<file path="config.mk">
export PLATFORM = sky130hd
export DESIGN_NAME = shader_source_tokenizer_unit
export DESIGN_NICKNAME = d
export VERILOG_FILES = /design/src/rtl/core/sst_pkg.sv /design/src/rtl/core/sst_front.sv /design/src/rtl/core/sst_fifo.sv /design/src/rtl/core/sst_back.sv /design/src/rtl/core/shader_source_tokenizer_unit.sv
export SDC_FILE = /design/constraint.sdc
export NUM_CORES = 1
export LEC_CHECK = 0
export BUFFER_PORTS_ARGS = -buffer_cell sky130_fd_sc_hd__buf_2
export CAP_MARGIN = 25
export CORE_ASPECT_RATIO = 2
export CORE_UTILIZATION = 40
export CTS_CLUSTER_SIZE = 16
export DETAILED_ROUTE_END_ITERATION = 7
export PLACE_DENSITY = 0.62
export SLEW_MARGIN = 20
export SYNTH_ARGS = -nofsm -noshare
export SYNTH_HDL_FRONTEND = slang
export SYNTH_SLANG_ARGS = --single-unit
</file>
<file path="constraint.sdc">
create_clock -name clk -period 29.4 [get_ports clk]
set_clock_uncertainty 0.2 [all_clocks]
set_input_delay 8.82 -clock clk [delete_from_list [all_inputs] [get_ports clk]]
set_output_delay 8.82 -clock clk [all_outputs]
set_load 0.05 [all_outputs]
</file>
<file path="src/rtl/core/sst_pkg.sv">
// ----------------------------------------------------------------------------
// Shader source tokenizer package
// Types, constants and helper functions shared by the tokenizer modules.
// ----------------------------------------------------------------------------
package sst_pkg;

	localparam int MAX_SOURCE_BYTES = 1048576;
	localparam int POS_W = $clog2(MAX_SOURCE_BYTES + 1);
	localparam int OFF_W = 20;
	localparam int LEN_W = 21;
	localparam int LINE_W = 21;
	localparam int DEPTH_W = 20;
	localparam int CHAR_W = 8;
	localparam int CLS_W = 3;

	localparam logic [POS_W-1:0] POS_MAX = POS_W'(MAX_SOURCE_BYTES);
	localparam logic [LINE_W-1:0] LINE_SAT = {LINE_W{1'b1}};
	localparam logic [LINE_W-1:0] LINE_ONE = LINE_W'(1);
	localparam logic [LEN_W-1:0] LEN_SAT = {LEN_W{1'b1}};
	localparam logic [DEPTH_W-1:0] DEPTH_SAT = {DEPTH_W{1'b1}};
	localparam logic [DEPTH_W-1:0] DEPTH_ONE = DEPTH_W'(1);

	localparam int NUM_SLOTS = 4;
	localparam int SEL_W = $clog2(NUM_SLOTS);
	localparam int FIFO_DEPTH = 2;
	localparam int PTR_W = $clog2(FIFO_DEPTH);
	localparam int CNT_W = $clog2(FIFO_DEPTH + 1);

	localparam logic [CLS_W-1:0] CLS_IDENT = 3'd0;
	localparam logic [CLS_W-1:0] CLS_NUMBER = 3'd1;
	localparam logic [CLS_W-1:0] CLS_PUNCT = 3'd2;
	localparam logic [CLS_W-1:0] CLS_END = 3'd3;
	localparam logic [CLS_W-1:0] CLS_ERROR = 3'd4;

	localparam logic [CHAR_W-1:0] CH_NL = 8'h0A;
	localparam logic [CHAR_W-1:0] CH_TAB = 8'h09;
	localparam logic [CHAR_W-1:0] CH_VT = 8'h0B;
	localparam logic [CHAR_W-1:0] CH_FF = 8'h0C;
	localparam logic [CHAR_W-1:0] CH_CR = 8'h0D;
	localparam logic [CHAR_W-1:0] CH_SPACE = 8'h20;
	localparam logic [CHAR_W-1:0] CH_SLASH = 8'h2F;
	localparam logic [CHAR_W-1:0] CH_STAR = 8'h2A;
	localparam logic [CHAR_W-1:0] CH_MINUS = 8'h2D;
	localparam logic [CHAR_W-1:0] CH_GT = 8'h3E;
	localparam logic [CHAR_W-1:0] CH_UNDER = 8'h5F;
	localparam logic [CHAR_W-1:0] CH_DOT = 8'h2E;
	localparam logic [CHAR_W-1:0] CH_NUL = 8'h00;

	typedef enum logic [2:0] {
		MODE_IDLE,
		MODE_IDENT,
		MODE_NUMBER,
		MODE_HSLASH,
		MODE_HMINUS,
		MODE_LINEC,
		MODE_BLOCKC
	} lex_mode_t;

	typedef struct packed {
		logic [CHAR_W-1:0] source_byte;
		logic              is_final;
	} src_item_t;

	typedef struct packed {
		logic [CLS_W-1:0]  token_class;
		logic [OFF_W-1:0]  start_offset;
		logic [LEN_W-1:0]  token_length;
		logic [LINE_W-1:0] line_number;
		logic [CHAR_W-1:0] first_char;
	} token_t;

	typedef struct packed {
		logic [CLS_W-1:0]  token_class;
		logic [OFF_W-1:0]  start_offset;
		logic [LEN_W-1:0]  token_length;
		logic [LINE_W-1:0] line_number;
		logic [CHAR_W-1:0] first_char;
		logic              run_end;
	} tok_item_t;

	typedef struct packed {
		token_t [NUM_SLOTS-1:0] slot;
		logic [NUM_SLOTS-1:0]   slot_vld;
	} bundle_t;

	function automatic logic is_letter(input logic [CHAR_W-1:0] b);
		return (b >= 8'h41 && b <= 8'h5A) || (b >= 8'h61 && b <= 8'h7A);
	endfunction

	function automatic logic is_numeral(input logic [CHAR_W-1:0] b);
		return b >= 8'h30 && b <= 8'h39;
	endfunction

	function automatic logic is_blank(input logic [CHAR_W-1:0] b);
		return b == CH_SPACE || b == CH_TAB || b == CH_CR || b == CH_VT || b == CH_FF;
	endfunction

	function automatic logic [LINE_W-1:0] line_up(input logic [LINE_W-1:0] v);
		return (v < LINE_SAT) ? v + LINE_ONE : v;
	endfunction

	function automatic token_t mk_tok(
		input logic [CLS_W-1:0]  cls,
		input logic [POS_W-1:0]  start,
		input logic [POS_W-1:0]  len,
		input logic [LINE_W-1:0] line,
		input logic [CHAR_W-1:0] fc
	);
		token_t t;
		logic [POS_W+OFF_W-1:0] start_w;
		logic [POS_W+LEN_W-1:0] len_w;
		start_w = {{OFF_W{1'b0}}, start};
		len_w = {{LEN_W{1'b0}}, len};
		t.token_class = cls;
		t.start_offset = start_w[OFF_W-1:0];
		t.token_length = (len_w > {{POS_W{1'b0}}, LEN_SAT}) ? LEN_SAT : len_w[LEN_W-1:0];
		t.line_number = line;
		t.first_char = fc;
		return t;
	endfunction

endpackage

</file>
<file path="src/rtl/core/sst_front.sv">
// ----------------------------------------------------------------------------
// Tokenizer front end
// Holds the lexer state, classifies each source byte and forms the group of
// tokens that the byte completes.
// ----------------------------------------------------------------------------
module sst_front (
	input  logic               clk,
	input  logic               arst_n,
	input  logic               src_valid,
	output logic               src_ready,
	input  sst_pkg::src_item_t src_item,
	output logic               push,
	output sst_pkg::bundle_t   push_data,
	input  logic               full
);

	sst_pkg::lex_mode_t mode_q, mode_n;
	logic [sst_pkg::POS_W-1:0]   pos_q, pos_n;
	logic [sst_pkg::POS_W-1:0]   start_q, start_n;
	logic [sst_pkg::CHAR_W-1:0]  fc_q, fc_n;
	logic [sst_pkg::LINE_W-1:0]  line_q, line_n;
	logic [sst_pkg::DEPTH_W-1:0] depth_q, depth_n;
	logic [sst_pkg::LINE_W-1:0]  csl_q, csl_n;
	logic                        saw_slash_q, saw_slash_n;
	logic                        saw_star_q, saw_star_n;

	logic [sst_pkg::CHAR_W-1:0] b;
	logic [sst_pkg::POS_W-1:0]  off;
	logic [sst_pkg::POS_W-1:0]  nxt;
	logic                       fire;
	logic                       run_idle;
	logic                       cont;
	logic [sst_pkg::DEPTH_W-1:0] depth_dec;
	sst_pkg::bundle_t           bnd;

	assign src_ready = !full;
	assign fire = src_valid && src_ready;
	assign b = src_item.source_byte;
	assign off = pos_q;
	assign nxt = (pos_q < sst_pkg::POS_MAX) ? pos_q + sst_pkg::POS_W'(1) : sst_pkg::POS_MAX;
	assign depth_dec = (depth_q != '0) ? depth_q - sst_pkg::DEPTH_ONE : depth_q;

	always_comb begin
		mode_n = mode_q;
		pos_n = nxt;
		start_n = start_q;
		fc_n = fc_q;
		line_n = line_q;
		depth_n = depth_q;
		csl_n = csl_q;
		saw_slash_n = saw_slash_q;
		saw_star_n = saw_star_q;
		bnd = '0;
		run_idle = 1'b0;
		cont = 1'b0;

		case (mode_q)
			sst_pkg::MODE_IDENT, sst_pkg::MODE_NUMBER: begin
				if (mode_q == sst_pkg::MODE_IDENT) begin
					cont = sst_pkg::is_letter(b) || sst_pkg::is_numeral(b) ||
						b == sst_pkg::CH_UNDER;
				end else begin
					cont = sst_pkg::is_letter(b) || sst_pkg::is_numeral(b) ||
						b == sst_pkg::CH_DOT;
				end
				if (!cont) begin
					bnd.slot_vld[0] = 1'b1;
					bnd.slot[0] = sst_pkg::mk_tok(
						(mode_q == sst_pkg::MODE_IDENT) ? sst_pkg::CLS_IDENT : sst_pkg::CLS_NUMBER,
						start_q, off - start_q, line_q, fc_q);
					run_idle = 1'b1;
				end
			end
			sst_pkg::MODE_HSLASH: begin
				if (b == sst_pkg::CH_SLASH) begin
					mode_n = sst_pkg::MODE_LINEC;
				end else if (b == sst_pkg::CH_STAR) begin
					mode_n = sst_pkg::MODE_BLOCKC;
					depth_n = sst_pkg::DEPTH_ONE;
					csl_n = line_q;
					saw_slash_n = 1'b0;
					saw_star_n = 1'b0;
				end else begin
					bnd.slot_vld[0] = 1'b1;
					bnd.slot[0] = sst_pkg::mk_tok(sst_pkg::CLS_PUNCT, start_q,
						sst_pkg::POS_W'(1), line_q, sst_pkg::CH_SLASH);
					run_idle = 1'b1;
				end
			end
			sst_pkg::MODE_HMINUS: begin
				bnd.slot_vld[0] = 1'b1;
				if (b == sst_pkg::CH_GT) begin
					bnd.slot[0] = sst_pkg::mk_tok(sst_pkg::CLS_PUNCT, start_q,
						sst_pkg::POS_W'(2), line_q, sst_pkg::CH_MINUS);
					mode_n = sst_pkg::MODE_IDLE;
				end else begin
					bnd.slot[0] = sst_pkg::mk_tok(sst_pkg::CLS_PUNCT, start_q,
						sst_pkg::POS_W'(1), line_q, sst_pkg::CH_MINUS);
					run_idle = 1'b1;
				end
			end
			sst_pkg::MODE_LINEC: begin
				if (b == sst_pkg::CH_NL) begin
					line_n = sst_pkg::line_up(line_q);
					mode_n = sst_pkg::MODE_IDLE;
				end
			end
			sst_pkg::MODE_BLOCKC: begin
				if (saw_slash_q && b == sst_pkg::CH_STAR) begin
					if (depth_q < sst_pkg::DEPTH_SAT) begin
						depth_n = depth_q + sst_pkg::DEPTH_ONE;
					end
					saw_slash_n = 1'b0;
					saw_star_n = 1'b0;
				end else if (saw_star_q && b == sst_pkg::CH_SLASH) begin
					depth_n = depth_dec;
					saw_slash_n = 1'b0;
					saw_star_n = 1'b0;
					if (depth_dec == '0) begin
						mode_n = sst_pkg::MODE_IDLE;
					end
				end else begin
					if (b == sst_pkg::CH_NL) begin
						line_n = sst_pkg::line_up(line_q);
					end
					saw_slash_n = b == sst_pkg::CH_SLASH;
					saw_star_n = b == sst_pkg::CH_STAR;
				end
			end
			default: begin
				run_idle = 1'b1;
			end
		endcase

		if (run_idle) begin
			mode_n = sst_pkg::MODE_IDLE;
			if (b == sst_pkg::CH_NL) begin
				line_n = sst_pkg::line_up(line_q);
			end else if (sst_pkg::is_blank(b)) begin
				mode_n = sst_pkg::MODE_IDLE;
			end else if (b == sst_pkg::CH_SLASH) begin
				mode_n = sst_pkg::MODE_HSLASH;
				start_n = off;
			end else if (b == sst_pkg::CH_MINUS) begin
				mode_n = sst_pkg::MODE_HMINUS;
				start_n = off;
			end else if (sst_pkg::is_letter(b) || b == sst_pkg::CH_UNDER) begin
				mode_n = sst_pkg::MODE_IDENT;
				start_n = off;
				fc_n = b;
			end else if (sst_pkg::is_numeral(b)) begin
				mode_n = sst_pkg::MODE_NUMBER;
				start_n = off;
				fc_n = b;
			end else begin
				bnd.slot_vld[1] = 1'b1;
				bnd.slot[1] = sst_pkg::mk_tok(sst_pkg::CLS_PUNCT, off,
					sst_pkg::POS_W'(1), line_q, b);
			end
		end

		if (src_item.is_final) begin
			case (mode_n)
				sst_pkg::MODE_IDENT, sst_pkg::MODE_NUMBER: begin
					bnd.slot_vld[2] = 1'b1;
					bnd.slot[2] = sst_pkg::mk_tok(
						(mode_n == sst_pkg::MODE_IDENT) ? sst_pkg::CLS_IDENT : sst_pkg::CLS_NUMBER,
						start_n, nxt - start_n, line_n, fc_n);
				end
				sst_pkg::MODE_HSLASH: begin
					bnd.slot_vld[2] = 1'b1;
					bnd.slot[2] = sst_pkg::mk_tok(sst_pkg::CLS_PUNCT, start_n,
						sst_pkg::POS_W'(1), line_n, sst_pkg::CH_SLASH);
				end
				sst_pkg::MODE_HMINUS: begin
					bnd.slot_vld[2] = 1'b1;
					bnd.slot[2] = sst_pkg::mk_tok(sst_pkg::CLS_PUNCT, start_n,
						sst_pkg::POS_W'(1), line_n, sst_pkg::CH_MINUS);
				end
				default: begin
					bnd.slot_vld[2] = 1'b0;
				end
			endcase
			bnd.slot_vld[3] = 1'b1;
			if (mode_n == sst_pkg::MODE_BLOCKC) begin
				bnd.slot[3] = sst_pkg::mk_tok(sst_pkg::CLS_ERROR, '0, '0, csl_n, sst_pkg::CH_NUL);
			end else begin
				bnd.slot[3] = sst_pkg::mk_tok(sst_pkg::CLS_END, '0, '0, line_n, sst_pkg::CH_NUL);
			end
			mode_n = sst_pkg::MODE_IDLE;
			pos_n = '0;
			start_n = '0;
			fc_n = '0;
			line_n = sst_pkg::LINE_ONE;
			depth_n = '0;
			csl_n = sst_pkg::LINE_ONE;
			saw_slash_n = 1'b0;
			saw_star_n = 1'b0;
		end
	end

	assign push = fire && (bnd.slot_vld != '0);
	assign push_data = bnd;

	always_ff @(posedge clk or negedge arst_n) begin
		if (!arst_n) begin
			mode_q <= sst_pkg::MODE_IDLE;
			pos_q <= '0;
			start_q <= '0;
			fc_q <= '0;
			line_q <= sst_pkg::LINE_ONE;
			depth_q <= '0;
			csl_q <= sst_pkg::LINE_ONE;
			saw_slash_q <= 1'b0;
			saw_star_q <= 1'b0;
		end else if (fire) begin
			mode_q <= mode_n;
			pos_q <= pos_n;
			start_q <= start_n;
			fc_q <= fc_n;
			line_q <= line_n;
			depth_q <= depth_n;
			csl_q <= csl_n;
			saw_slash_q <= saw_slash_n;
			saw_star_q <= saw_star_n;
		end
	end

endmodule

</file>
<file path="src/rtl/core/sst_fifo.sv">
// ----------------------------------------------------------------------------
// Token group queue
// Short queue of token groups between the front end and the output stage.
// ----------------------------------------------------------------------------
module sst_fifo (
	input  logic             clk,
	input  logic             arst_n,
	input  logic             push,
	input  sst_pkg::bundle_t push_data,
	output logic             full,
	input  logic             pop,
	output logic             head_valid,
	output sst_pkg::bundle_t head
);

	sst_pkg::bundle_t            entry_q [sst_pkg::FIFO_DEPTH];
	logic [sst_pkg::PTR_W-1:0]   wr_ptr_q;
	logic [sst_pkg::PTR_W-1:0]   rd_ptr_q;
	logic [sst_pkg::CNT_W-1:0]   count_q;
	logic                        do_pop;

	assign full = count_q == sst_pkg::CNT_W'(sst_pkg::FIFO_DEPTH);
	assign head_valid = count_q != '0;
	assign head = entry_q[rd_ptr_q];
	assign do_pop = pop && head_valid;

	always_ff @(posedge clk) begin
		if (push) begin
			entry_q[wr_ptr_q] <= push_data;
		end
	end

	always_ff @(posedge clk or negedge arst_n) begin
		if (!arst_n) begin
			wr_ptr_q <= '0;
			rd_ptr_q <= '0;
			count_q <= '0;
		end else begin
			if (push) begin
				wr_ptr_q <= wr_ptr_q + sst_pkg::PTR_W'(1);
			end
			if (do_pop) begin
				rd_ptr_q <= rd_ptr_q + sst_pkg::PTR_W'(1);
			end
			if (push && !do_pop) begin
				count_q <= count_q + sst_pkg::CNT_W'(1);
			end else if (!push && do_pop) begin
				count_q <= count_q - sst_pkg::CNT_W'(1);
			end
		end
	end

endmodule

</file>
<file path="src/rtl/core/sst_back.sv">
// ----------------------------------------------------------------------------
// Tokenizer output stage
// Takes the tokens of the queue head one at a time into the output register
// and marks the last token of each group.
// ----------------------------------------------------------------------------
module sst_back (
	input  logic               clk,
	input  logic               arst_n,
	input  logic               head_valid,
	input  sst_pkg::bundle_t   head,
	output logic               pop,
	output logic               tok_valid,
	input  logic               tok_ready,
	output sst_pkg::tok_item_t tok_item
);

	logic [sst_pkg::NUM_SLOTS-1:0] taken_q;
	logic [sst_pkg::NUM_SLOTS-1:0] remaining;
	logic [sst_pkg::NUM_SLOTS-1:0] sel_mask;
	logic [sst_pkg::SEL_W-1:0]     sel;
	logic                          last;
	logic                          load;
	logic                          out_valid_q;
	sst_pkg::tok_item_t            out_q;
	sst_pkg::token_t               pick;

	assign remaining = head.slot_vld & ~taken_q;

	always_comb begin
		sel = '0;
		for (int i = sst_pkg::NUM_SLOTS - 1; i >= 0; i--) begin
			if (remaining[i]) begin
				sel = sst_pkg::SEL_W'(i);
			end
		end
	end

	assign sel_mask = {{(sst_pkg::NUM_SLOTS-1){1'b0}}, 1'b1} << sel;
	assign last = (remaining & ~sel_mask) == '0;
	assign pick = head.slot[sel];
	assign load = head_valid && (remaining != '0) && (!out_valid_q || tok_ready);
	assign pop = load && last;

	always_ff @(posedge clk) begin
		if (load) begin
			out_q.token_class <= pick.token_class;
			out_q.start_offset <= pick.start_offset;
			out_q.token_length <= pick.token_length;
			out_q.line_number <= pick.line_number;
			out_q.first_char <= pick.first_char;
			out_q.run_end <= last;
		end
	end

	always_ff @(posedge clk or negedge arst_n) begin
		if (!arst_n) begin
			taken_q <= '0;
			out_valid_q <= 1'b0;
		end else begin
			if (load) begin
				out_valid_q <= 1'b1;
				taken_q <= last ? '0 : (taken_q | sel_mask);
			end else if (tok_ready) begin
				out_valid_q <= 1'b0;
			end
		end
	end

	assign tok_valid = out_valid_q;
	assign tok_item = out_q;

endmodule

</file>
<file path="src/rtl/core/shader_source_tokenizer_unit.sv">
// ----------------------------------------------------------------------------
// Shader source tokenizer
// Splits a byte stream of shader source into identifier, number and
// punctuation tokens, drops blanks and comments, and closes each source with
// an end or error token.
// ----------------------------------------------------------------------------
// A byte's tokens pass through the token queue and then the output register.
// Throughput: one byte per cycle while src_ready is high; a byte's tokens
// leave the single-token output register one at a time, and the two-entry
// token queue drops src_ready when it fills.
// Reset: arst_n clears the lexer state to the start of a new source and
// empties the queue and the output register.
module shader_source_tokenizer_unit (
	input  logic               clk,
	input  logic               arst_n,
	input  logic               src_valid,
	output logic               src_ready,
	input  sst_pkg::src_item_t src_item,
	output logic               tok_valid,
	input  logic               tok_ready,
	output sst_pkg::tok_item_t tok_item
);

	logic             push;
	logic             full;
	logic             pop;
	logic             head_valid;
	sst_pkg::bundle_t push_data;
	sst_pkg::bundle_t head;

	sst_front u_front (
		.clk       (clk),
		.arst_n    (arst_n),
		.src_valid (src_valid),
		.src_ready (src_ready),
		.src_item  (src_item),
		.push      (push),
		.push_data (push_data),
		.full      (full)
	);

	sst_fifo u_fifo (
		.clk        (clk),
		.arst_n     (arst_n),
		.push       (push),
		.push_data  (push_data),
		.full       (full),
		.pop        (pop),
		.head_valid (head_valid),
		.head       (head)
	);

	sst_back u_back (
		.clk        (clk),
		.arst_n     (arst_n),
		.head_valid (head_valid),
		.head       (head),
		.pop        (pop),
		.tok_valid  (tok_valid),
		.tok_ready  (tok_ready),
		.tok_item   (tok_item)
	);

endmodule

</file>
==> results.md <==
* Detail Route Antenna Nets at 0
* Initial antenna violation count at 0
* Post-Route Setup TNS at 0 ns
* Critical-path cell list: buf_2 -> or4_1 -> o22ai_1 -> o221ai_1 -> nor2_4 -> buf_4 -> nor3b_4 -> buf_4 -> mux2_2 -> ha_1 -> inv_1 -> fa_1 -> a211oi_1 -> o211ai_1 -> a31oi_1 -> o21ai_0 -> o41ai_1 -> o21ai_0 -> a21oi_1 -> nand3_1 -> a21oi_1
* Slew @ Worst Pin at 1.08 ns
* Later-pin clock latency in the skew report at ~0.63 ns
* CP delay by family, top: compound AO/OA/AOI/OAI gates
* Buf+Inv Stages, Crit Path at 4
* R2R cell count at 19
* Main synth FF type: edfxtp_1
* Post-synth EDFFs at 514
* Max Fclk at 0.0688 GHz
* Post-synthesis cell area at 29700 um^2
* CP Launch Type: primary input
* Share of the yosys chip area belonging to registers at 0.625
* CP Class: in -> reg
* Vias in the first global route at 20700
* DR vias at 20000
* Mean routed wirelength per cell at 23.7 um
* Lkg Pwr at 12.3 nW
* Mean post-synth cell area at 12.5 um^2
* Post-DP HPWL at between 50000 and 60000 um
* Worst Min Path Start: u_fifo.count_q[1]$_DFFE_PN0P_
* Final period utilization at 0.495
* Status: finished, violations left
* Share of flip-flops with an asynchronous set or reset at 0.197
* Boundary Pins at 89
* # hold bufs at CTS at 0
* Count of TritonRoute iterations in the first routing pass at 8
* Worst min path class: reg -> reg
* Met2 wire len at 45400 um
* Slew Viols, Final at 0
* Share of Yosys cell area claimed by the top area cell type at 0.519
* Critical Path End Type: flop
* R2r setup slk at between 20 and 25 ns
* P per Cell Area at about 99 nW/um^2
* Met3 routed WL at 2820 um
* Top Layer Used: met4
* First-pass GRT wire length at 122000 um
* Required @ worst endpoint at ~30 ns
* CTS Buffer Depth at 3
* Core Rows at 141
* Worst path depth at 21
* Initial core utilization at 0.403
* Final Setup Violations at 0
* Max Cap Violations at 0
* I/O Buffers at 88
* Yosys warns at 0
* DRC at 7
* Post-route insts no fill at 3371
* RSZ-0062 raised after global routing: no
* Final Power at around 3.3 mW
* Largest area contributor in the netlist: edfxtp_1
* Routed vias/inst at 5.94
* Total grt overflow at 0
* Final setup margin at around 15 ns
* Setup WS pre-CTS at 14.25 ns
* Die H at 388 um
* PostCTS Resize Cnt at 0
* WL final at 79700 um
* Global placement routability congestion at ~0.91
* Setup crit start: src_item[1]
* Syn-to-layout area delta at 11.3%
* Most common cell after layout, fill and taps aside: edfxtp_1
* Crit-path max FO at between 50 and 60
* Die Wd at between 150 and 200 um
* Layout cell share with drive strength beyond 1 at 0.109
* Critical Path AT at roughly 15 ns
* Failing checks: DRC
* Fin crit period at 14.54 ns
* Root Buffer: clkbuf_16
* Min Hold Slack at 0.290 ns
* Unique cell type count in the Yosys netlist at 81
* Worst VDD drop at ~0.074 mV
* Hold Path Cell Cnt at 1
* Max incr delay on CP at 0.56 ns
* Postcts setup bufs at 0
* R2r startpoint: u_front.mode_q[0]$_DFFE_PN0P_
* Final Hold Vio Count at 0
* Main area contributors after synthesis: edfxtp_1, dfrtp_1, mux2i_1, nor2_1, o21ai_0
* Htree depth at 2
* Reg clk slew, reported paths at 0.07 ns
* Synthesized flop and latch total at between 600 and 700
* Clk sinks at 640
* Cells after Synth at 2378
* Synthesized net count at approximately 2400
* Nets at ~2500
* DR iter-0 viols at 1575
* Pin count of the biggest net entering global routing at 83
* Slew headroom at 0.277
* GRT Total Usage at 0.210
* Die area at 75500 um^2
* CP max-delay cell: buf_4
* ANT cells at 0
* Dpl cells at roughly 3300
* Core Region at ~74000 um^2
* Most frequent cells in the layout: edfxtp_1, nor2_1, mux2i_1, nand2_1, dfrtp_1
* CTS tree: yes
* Metal-1 WL at roughly 28000 um
* CTS Buf Count at 57
==> layout make-up <==
class	instances	area (um^2)
fill	6616	40700
clock buffer	67	1510
tap	929	1160
inverter	46	173
clock inverter	40	444
sequential	640	18600
multi-input combinational	1520	10400
timing repair buffer	129	843
==> cell usage after synthesis (all sizes together), types with 43 or more instances <==
library cell and instances:
nor2 202, nand3 45, and3 71, a21o 43, a22o 48, ha 45, a222oi 56, nand2 127
dfrtp 124, clkbuf 147, edfxtp 514, and2 71, inv 46, mux2i 130, o21ai 117, a21oi 91
==> sequential cells by signal, summed over array words and instances, names as in the netlist <==
register	flops
u_back.tok_item	74
u_fifo.count_q	2
u_front.fc_q	8
u_front.csl_q	21
u_front.mode_q	3
u_fifo.rd_ptr_q	1
u_back.tok_valid	1
u_back.taken_q	4
u_front.saw_star_q	1
u_front.off	21
u_front.line_q	21
u_front.depth_q	20
u_fifo.entry_q	440
u_front.start_q	21
u_fifo.wr_ptr_q	1
u_front.saw_slash_q	1
==> through the flow <==
stage | cell area [um^2] | utilization
after floorplan | 29700 | -
after global placement | 31000 | 0.420
after detailed placement | 31000 | 0.421
after CTS | 33000 | 0.448
after global routing | 33100 | 0.449
final | 33100 | 0.449
==> metal layers <==
metal / track usage / vias to the layer above
met2: 0.419 / 581
li1: - / 9185
met5: 0 / -
met3: 0.0217 / 181
met1: 0.213 / 10100
met4: 0.0979 / 0
==> report_power, final <==
part / switching [mW] / internal, mW
Sequential: 0.0846 / 1.25
Combinational: 0.805 / 0.336
Clock: 0.344 / 0.447
==> final timing paths <==
check,to
min in group asynchronous,u_front.csl_q[9]$_DFFE_PN0P_
min,u_fifo.count_q[1]$_DFFE_PN0P_
max reg2reg,u_fifo.entry_q[0][199]$_DFFE_PP_
max,u_fifo.entry_q[0][199]$_DFFE_PP_
min reg2reg,u_fifo.count_q[1]$_DFFE_PN0P_
max in group asynchronous,u_front.fc_q[6]$_DFFE_PN0P_
==> cells by family after synthesis <==
| group | count (synthesis) | share of synthesized area |
|---|---|---|
| xor gates and xnor gates | 68 | 0.0200 |
| muxes | 141 | 0.0479 |
| AOI/OAI and AO/OA | 593 | 0.142 |
| and+or+nand+nor | 670 | 0.114 |
| adders and majority gates | 48 | 0.0206 |
| buffers and inverters | 218 | 0.0295 |
| DFF | 640 | 0.625 |
No activity file was read; power rests on OpenSTA's default activity.
